--- src/hdl/first_fit_block_allocator_unit_defines.svh ---
// Assertion macros for the first-fit block allocator.
// Included by the top level; expands to nothing when SYNTHESIS is defined.
`ifndef FIRST_FIT_BLOCK_ALLOCATOR_UNIT_DEFINES_SVH
`define FIRST_FIT_BLOCK_ALLOCATOR_UNIT_DEFINES_SVH
`ifndef SYNTHESIS
`define FFBA_ASSERT_IMPL(lbl, ante, cons) \
    lbl: assert property (@(posedge i_clk) disable iff (!i_rst_n) (ante) |-> (cons)) \
        else $error("allocator assertion failed");
`define FFBA_ASSERT_NEXT(lbl, ante, cons) \
    lbl: assert property (@(posedge i_clk) disable iff (!i_rst_n) (ante) |=> (cons)) \
        else $error("allocator assertion failed");
`else
`define FFBA_ASSERT_IMPL(lbl, ante, cons)
`define FFBA_ASSERT_NEXT(lbl, ante, cons)
`endif
`endif

--- src/hdl/ffba_pkg.sv ---
// Shared types for the first-fit block allocator: datapath operations,
// result status codes, register indexes and the controller/datapath structs.
package ffba_pkg;

    localparam int CFG_IDX_W = 2;

    typedef enum logic [CFG_IDX_W-1:0] {
        CFG_BLOCK_SIZE  = 2'd0,
        CFG_BUFFER_SIZE = 2'd1
    } t_cfg_idx;

    typedef enum logic [1:0] {
        ST_OK      = 2'd0,
        ST_OOM     = 2'd1,
        ST_UNKNOWN = 2'd2,
        ST_TFULL   = 2'd3
    } t_status;

    typedef enum logic [4:0] {
        OP_NOP,
        OP_LOAD,
        OP_DIV_STEP,
        OP_ROUND,
        OP_FRD,
        OP_FADV,
        OP_A_TAKE,
        OP_FWR_SPLIT,
        OP_FRD_MV_UP,
        OP_FWR_MV_DOWN,
        OP_F_DEC,
        OP_FRD_MV_DN,
        OP_FWR_MV_UP,
        OP_F_INS_INIT,
        OP_FWR_NEW,
        OP_EVAL,
        OP_FWR_MERGE,
        OP_URD,
        OP_UADV,
        OP_U_LATCH,
        OP_URD_NEXT,
        OP_UWR_DOWN,
        OP_U_DEC,
        OP_UWR_NEW,
        OP_FIN
    } t_op;

    typedef struct packed {
        t_op     op;
        t_status code;
    } t_cmd;

    typedef struct packed {
        logic is_free;
        logic bsz_zero;
        logic ufull;
        logic div_last;
        logic f_more;
        logic fit;
        logic exact;
        logic le_off;
        logic u_more;
        logic id_eq;
        logic zero_len;
        logic mp;
        logic mn;
        logic ffull;
        logic fmv_more;
        logic fins_more;
        logic umv_more;
    } t_dp_stat;

endpackage

--- src/hdl/ffba_ctrl.sv ---
// Sequencer for the first-fit block allocator.
// Uses ffba_pkg; drives ffba_dp with one command per cycle.
module ffba_ctrl (
    input  logic              i_clk,
    input  logic              i_rst_n,
    input  logic              i_start,
    input  ffba_pkg::t_dp_stat i_stat,
    output ffba_pkg::t_cmd    o_cmd,
    output logic              o_busy
);
    import ffba_pkg::*;

    typedef enum logic [4:0] {
        S_IDLE, S_ROUTE, S_DIV, S_ROUND, S_ASCAN, S_ACHK, S_ATAKE, S_UNEW,
        S_USCAN, S_UCHK, S_ZCHK, S_PSCAN, S_PCHK, S_EVAL, S_DECIDE,
        S_FDROP, S_FDROP_W, S_FINS, S_FINS_W, S_UDROP, S_UDROP_W, S_FIN
    } t_state;

    t_state  r_state, n_state;
    t_status r_code, n_code;
    t_op     op;

    always_comb begin
        n_state = r_state;
        n_code  = r_code;
        op      = OP_NOP;
        case (r_state)
            S_IDLE: begin
                if (i_start) begin
                    op      = OP_LOAD;
                    n_state = S_ROUTE;
                end
            end
            S_ROUTE: begin
                if (i_stat.is_free) begin
                    n_state = S_USCAN;
                end else if (i_stat.ufull) begin
                    n_code  = ST_TFULL;
                    n_state = S_FIN;
                end else if (i_stat.bsz_zero) begin
                    n_state = S_ROUND;
                end else begin
                    n_state = S_DIV;
                end
            end
            S_DIV: begin
                op = OP_DIV_STEP;
                if (i_stat.div_last) n_state = S_ROUND;
            end
            S_ROUND: begin
                op      = OP_ROUND;
                n_state = S_ASCAN;
            end
            S_ASCAN: begin
                if (i_stat.f_more) begin
                    op      = OP_FRD;
                    n_state = S_ACHK;
                end else begin
                    n_code  = ST_OOM;
                    n_state = S_FIN;
                end
            end
            S_ACHK: begin
                if (i_stat.fit) begin
                    op      = OP_A_TAKE;
                    n_state = S_ATAKE;
                end else begin
                    op      = OP_FADV;
                    n_state = S_ASCAN;
                end
            end
            S_ATAKE: begin
                if (i_stat.exact) begin
                    n_state = S_FDROP;
                end else begin
                    op      = OP_FWR_SPLIT;
                    n_state = S_UNEW;
                end
            end
            S_UNEW: begin
                op      = OP_UWR_NEW;
                n_code  = ST_OK;
                n_state = S_FIN;
            end
            S_USCAN: begin
                if (i_stat.u_more) begin
                    op      = OP_URD;
                    n_state = S_UCHK;
                end else begin
                    n_code  = ST_UNKNOWN;
                    n_state = S_FIN;
                end
            end
            S_UCHK: begin
                if (i_stat.id_eq) begin
                    op      = OP_U_LATCH;
                    n_state = S_ZCHK;
                end else begin
                    op      = OP_UADV;
                    n_state = S_USCAN;
                end
            end
            S_ZCHK: begin
                n_state = i_stat.zero_len ? S_UDROP : S_PSCAN;
            end
            S_PSCAN: begin
                if (i_stat.f_more) begin
                    op      = OP_FRD;
                    n_state = S_PCHK;
                end else begin
                    n_state = S_EVAL;
                end
            end
            S_PCHK: begin
                if (i_stat.le_off) begin
                    op      = OP_FADV;
                    n_state = S_PSCAN;
                end else begin
                    n_state = S_EVAL;
                end
            end
            S_EVAL: begin
                op      = OP_EVAL;
                n_state = S_DECIDE;
            end
            S_DECIDE: begin
                if (!i_stat.mp && !i_stat.mn && i_stat.ffull) begin
                    n_code  = ST_TFULL;
                    n_state = S_FIN;
                end else if (i_stat.mp || i_stat.mn) begin
                    op      = OP_FWR_MERGE;
                    n_state = (i_stat.mp && i_stat.mn) ? S_FDROP : S_UDROP;
                end else begin
                    op      = OP_F_INS_INIT;
                    n_state = S_FINS;
                end
            end
            S_FDROP: begin
                if (i_stat.fmv_more) begin
                    op      = OP_FRD_MV_UP;
                    n_state = S_FDROP_W;
                end else begin
                    op      = OP_F_DEC;
                    n_state = i_stat.is_free ? S_UDROP : S_UNEW;
                end
            end
            S_FDROP_W: begin
                op      = OP_FWR_MV_DOWN;
                n_state = S_FDROP;
            end
            S_FINS: begin
                if (i_stat.fins_more) begin
                    op      = OP_FRD_MV_DN;
                    n_state = S_FINS_W;
                end else begin
                    op      = OP_FWR_NEW;
                    n_state = S_UDROP;
                end
            end
            S_FINS_W: begin
                op      = OP_FWR_MV_UP;
                n_state = S_FINS;
            end
            S_UDROP: begin
                if (i_stat.umv_more) begin
                    op      = OP_URD_NEXT;
                    n_state = S_UDROP_W;
                end else begin
                    op      = OP_U_DEC;
                    n_code  = ST_OK;
                    n_state = S_FIN;
                end
            end
            S_UDROP_W: begin
                op      = OP_UWR_DOWN;
                n_state = S_UDROP;
            end
            S_FIN: begin
                op      = OP_FIN;
                n_state = S_IDLE;
            end
            default: begin
                n_state = S_IDLE;
            end
        endcase
    end

    always_ff @(posedge i_clk) begin
        if (!i_rst_n) begin
            r_state <= S_IDLE;
            r_code  <= ST_OK;
        end else begin
            r_state <= n_state;
            r_code  <= n_code;
        end
    end

    assign o_cmd.op   = op;
    assign o_cmd.code = r_code;
    assign o_busy     = (r_state != S_IDLE);

endmodule

--- config.mk ---
export PLATFORM = sky130hd
export DESIGN_NAME = ffba_ctrl
export DESIGN_NICKNAME = d
export VERILOG_FILES = /design/src/hdl/first_fit_block_allocator_unit_defines.svh /design/src/hdl/ffba_pkg.sv /design/src/hdl/ffba_ctrl.sv
export SDC_FILE = /design/constraint.sdc
export NUM_CORES = 1
export LEC_CHECK = 0
export ABC_AREA = 1
export BUFFER_PORTS_ARGS = -buffer_cell sky130_fd_sc_hd__buf_2
export CORE_ASPECT_RATIO = 0.5
export CORE_MARGIN = 1.5
export CORE_UTILIZATION = 40
export CTS_CLUSTER_SIZE = 16
export DETAILED_ROUTE_END_ITERATION = 10
export GPL_TIMING_DRIVEN = 0
export HOLD_SLACK_MARGIN = 0.02
export PLACE_DENSITY_LB_ADDON = 0.25
export SKIP_LAST_GASP = 1
export SLEW_MARGIN = 20
export SYNTH_ARGS = -nofsm -noshare
export SYNTH_HDL_FRONTEND = slang
export SYNTH_SLANG_ARGS = --single-unit
export TNS_END_PERCENT = 1
--- constraint.sdc ---
create_clock -name i_clk -period 1.9 [get_ports i_clk]
set_input_delay 0.19 -clock i_clk [delete_from_list [all_inputs] [get_ports i_clk]]
set_output_delay 0.19 -clock i_clk [all_outputs]
set_load 0.02 [all_outputs]
# Word level (Yosys, flattened, before mapping)
# Index checks and enable logic that the tools add are counted.
totals:
  reg_bits: 7
  in_bits: 20
  out_inout_bits: 8
  word_cells: 84
classes:
  n_eq_ne: 29
  n_mux: 41
  n_reduce_logical: 12
op_table:
  columns: ["operator", "n"]
  rows:
  - ["case mux 5 bit (21 select lines)", 1]
  - ["case mux 5 bit (19 select lines)", 1]
  - ["two-way mux 5 bit", 15]
  - ["equality test 5 x 4 -> 1 bit, second input constant", 8]
  - ["equality test 5 bit, second input constant", 6]
  - ["two-way mux 2 bit", 11]
  - ["equality test 5 x 3 -> 1 bit, second input constant", 4]
  - ["inequality test 2 bit, second input constant", 8]
  - ["two-way mux 3 bit", 5]
  - ["case mux 2 bit (6 select lines)", 1]
  - ["equality test 5 x 2 -> 1 bit, second input constant", 2]
  - ["AND reduction 7 bit", 1]
  - ["two-way mux 1 bit", 6]
  - ["nonzero test 6 bit", 1]
  - ["equality test 5 x 1 -> 1 bit, second input constant", 1]
  - ["zero test 5 bit", 1]
  - ["nonzero test 5 bit", 1]
  - ["two-way mux 4 bit", 1]
  - ["logical AND 1 bit", 3]
  - ["zero test 1 bit", 2]
  - ["AND reduction 2 bit", 1]
  - ["OR reduction 2 bit", 1]
  - ["logical OR 1 bit", 1]

# Depth between registers and ports, before layout
logic_depth:
  word_depth: 5
  mapped_depth: 11
  depth_no_buf: 11

# Worst setup path after synthesis
# No wires, ideal clock.
synth_path:
  kind: "flip-flop to output port"
  startpoint: "reg r_state[1]"
  endpoint: "out o_cmd[2] (netlist bit)"
  arrival_time_ns: 1.276
  t_required_ns: 1.710
  slack_ns: 0.434
  stages_incl_launch_ff: 9
  n_path_buf: 1
  path_cell_list: "dfxtp_1 -> buf_4 -> inv_2 -> nand2_1 -> nor2_2 -> nand2_1 -> o21ai_0 -> nor3_1 -> nand4_1"
synth_rtl:
  columns: ["element", "line_no", "rtl"]
  rows:
  - ["from (decl)", "ffba_ctrl.sv:19", "t_state r_state, n_state;"]
  - ["from (signal assigned)", "ffba_ctrl.sv:193", "r_state <= n_state;"]
  - ["to (decl)", "ffba_ctrl.sv:8", "output ffba_pkg::t_cmd o_cmd,"]

==> reports/results.ini <==
[yosys]
post_synth.cell_area_avg_um2=5.261
ys_seq_elements=7
adder_and_majority_cell_fraction_of_the_synthesized_area_pct=0
yosysWarningCount=0
synth_mux_area_share_pct=0
synth_nets=225
compound_gate_portion_of_the_synthesized_area_pct=9.861
postSynthCellCount=205
cell_area_after_synthesis_um2=1079
synth_seq_area_share_pct=12.99
dominant_combinational_cell_family_by_area_after_synthesis=simple AND/OR/NAND/NOR gates
fraction_of_synthesized_cell_area_in_xor_and_xnor_cells_pct=0
synthSimpleGateAreaFrac_pct=64.27
yosys.cell_types.count=25

[routing]
detail_route.first_pass.iterations=5
vias=1474
post-route-drc-count=0
initialDrtViolationCount=149
post_drt_via_cell_ratio=5.360
finalWirelength_um=3461
detail-route-antenna-nets=0
wl_per_cell_um=12.59

[pwr]
power.density_nw_per_um2=1557
vdd.ir_drop.worst_mv=0.9291
cellLeakagePower_nw=0.7816

[timing]
final.period_utilization_pct=97.53
timing.fmax_mhz=539.7
worst_pin_slew_ps=313.0
report.final.slew_viol_count=0
hold_slack_ps=206.1
finalWorstPathRequiredPeriod_ps=1853
slew_headroom_pct=78.97
setup_violations=0
unrepaired_setup_endpoints_after_global_routing=true
final_critical_path_setup_slack_ps=46.96
timing.final.hold_violations=0
skew_ps=4.057

[global_routing]
use_met3_pct=6.512
gr-usage-all-layers_pct=23.87
grt_busiest_layer=met2
met1_usage_pct=33.02
pin_count_of_the_biggest_net_entering_global_routing=11
gr-total-overflow=0
grtUsageMet2_pct=37.05
number_of_antenna_violations_at_the_first_check_in_global_routing=0
grt_pass1_vias=1164
grt_first_pass_wirelength_um=5451

[placement]
place_ws_ps=166.1
io_buffer_count=27
dp.final_hpwl_um=2923
detailed_place.area_um2=1260
gpl_congestion=0.9468

[min_path]
min_path_type=in -> reg

[setup_path]
reg2reg_to=r_state[4]
r2r-start=r_state[1]
critPathCapture=o_cmd[6]
worst_ep_required_time_ps=1710
crit_fanout=8
critical_path_arrival_ps=1660
worstSetupStartpoint=r_state[1]
reg2reg_depth=8
end_kind=primary output
critPathLaunchType=register
critPathKind=reg -> out
reg2reg_setup_slack_ps=310

[clock_tree]
clk_pin_slew_worst_paths_ps=40
cts.hold.buffers_added=0
clock_latency_ps=220
clock_sinks=7
cts_made_buffers=3
clock_tree_from_tritoncts=built
clock_tree.htree_level_count=1
clk_root_buffer_cell=clkbuf_8
clk_path_buf_depth=2

[floorplanning]
fp.dieW_um=76.44
number_of_cell_rows=13
initial_core_utilization_pct=41.97
fp.coreArea_um2=2570
die_height_um=39.72
fp.dieArea_um2=3036
ioPinCount=28

[final_layout]
area_of_all_placed_cells_without_fillers_um2=1350
final_net_count=259
area.growth.synth_to_final_pct=25.17
finalCoreUtilization_pct=52.53
layout-drive-gt1-share_pct=28.15
n_antenna_cell=0

[run_status]
run_status=completed

[run]
timing.max_cap.violations=0

[layout by cell type, fill, tap and decap left out, types with 4 or more instances in the layout]
| cell | netlist | routed |
|---|---|---|
| nand2_1 | 58 | 57 |
| nor2_1 | 31 | 31 |
| buf_2 | 0 | 27 |
| inv_1 | 26 | 26 |
| nand3_1 | 20 | 20 |
| inv_2 | 7 | 7 |
| nand4_1 | 7 | 7 |
| nor3_1 | 9 | 6 |
| nor2_4 | 4 | 5 |
| nand2_2 | 4 | 5 |
| nor2_2 | 6 | 5 |
| o21ai_0 | 6 | 5 |
| a21oi_1 | 4 | 4 |
| dfxtp_1 | 7 | 4 |
[per-stage QoR]
| stage | std cells | power (mW) | TNS, ps |
|---|---|---|---|
| floorplan | 205 | 1.394 | 0 |
| global placement | 269 | 1.778 | 0 |
| detailed placement | 269 | 1.785 | 0 |
| CTS | 273 | 2.010 | 0 |
| global route | 275 | 2.285 | -287.6 |
| finish | 275 | 2.102 | 0 |
[metal layers]
metal / vias up / wire, um
li1: 725 / -
met3: 6 / 481
met2: 95 / 1361
met4: 0 / 34
met1: 648 / 1583
met5: - / 0
[flip-flops by register name (all words and copies together) (netlist names)]
signal,flops
r_code,2
r_state,5
[synthesized netlist by cell type, drive strengths merged]
cell	number	area share, %
a31oi	1	0.58
a21oi	4	1.9
nor3b	1	0.70
nand3	24	14
dfxtp	7	13
buf	2	1.4
nand4	7	4.1
o21ai	8	4.1
inv	33	11
a211oi	1	0.70
nor2	41	18
nand2	62	23
o211ai	1	0.70
nand3b	1	0.70
o2111ai	1	0.81
o22ai	2	1.2
nor3	9	4.2
[final cells by class]
type	instances	area, um2
timing repair buffer	29	150.1
tap	37	46.29
inverter	33	123.9
fill	281	1220
buffer	2	18.77
multi-input combinational	163	822.0
sequential	7	143.9
clock buffer	4	45.04
[worst min-delay path by stage]
stage                 start    endpoint  slack, ps  cells after the start
floorplan           i_rst_n  r_state[2]        290                      2
global placement    i_rst_n  r_state[2]        430                      3
detailed placement  i_rst_n  r_state[2]        430                      3
CTS                 i_rst_n  r_state[2]        210                      3
global route        i_rst_n  r_state[2]        230                      3
finish              i_rst_n  r_state[2]        210                      3
[kinds of logic (layout without fill, tap and decap cells)]
| logic type | Yosys count | count (layout) |
|---|---|---|
| flops | 7 | 7 |
| buf+inv | 35 | 68 |
| simple gates | 145 | 145 |
| compound gates | 18 | 18 |
[worst max-delay path: stages (launching register included)]
cell,delay (ps)
dfxtp_1,310
buf_6,140
nor2_2,220
nand2_1,100
nor2_2,130
nand2_1,120
nand2_1,110
a21oi_1,60
nand3_1,80
buf_2,160
[repair_timing]
| action | CTS | global route |
|---|---|---|
| hold endpoints to repair | 0 | 0 |
| setup buffers | 0 | 2 |
| gates resized for setup | 4 | 6 |
| pin swaps | 2 | 1 |
| endpoints found under the setup margin | 4 | 5 |
[report_power, final]
group	switching, mW	total [mW]	internal, mW	leakage (nW)
Clock	0.0592	0.204	0.145	0.0228
Sequential	0.0758	0.292	0.216	0.0586
Combinational	1.07	1.61	0.537	0.700
Total	1.20	2.10	0.898	0.782
(Power assumes the default switching activity.)
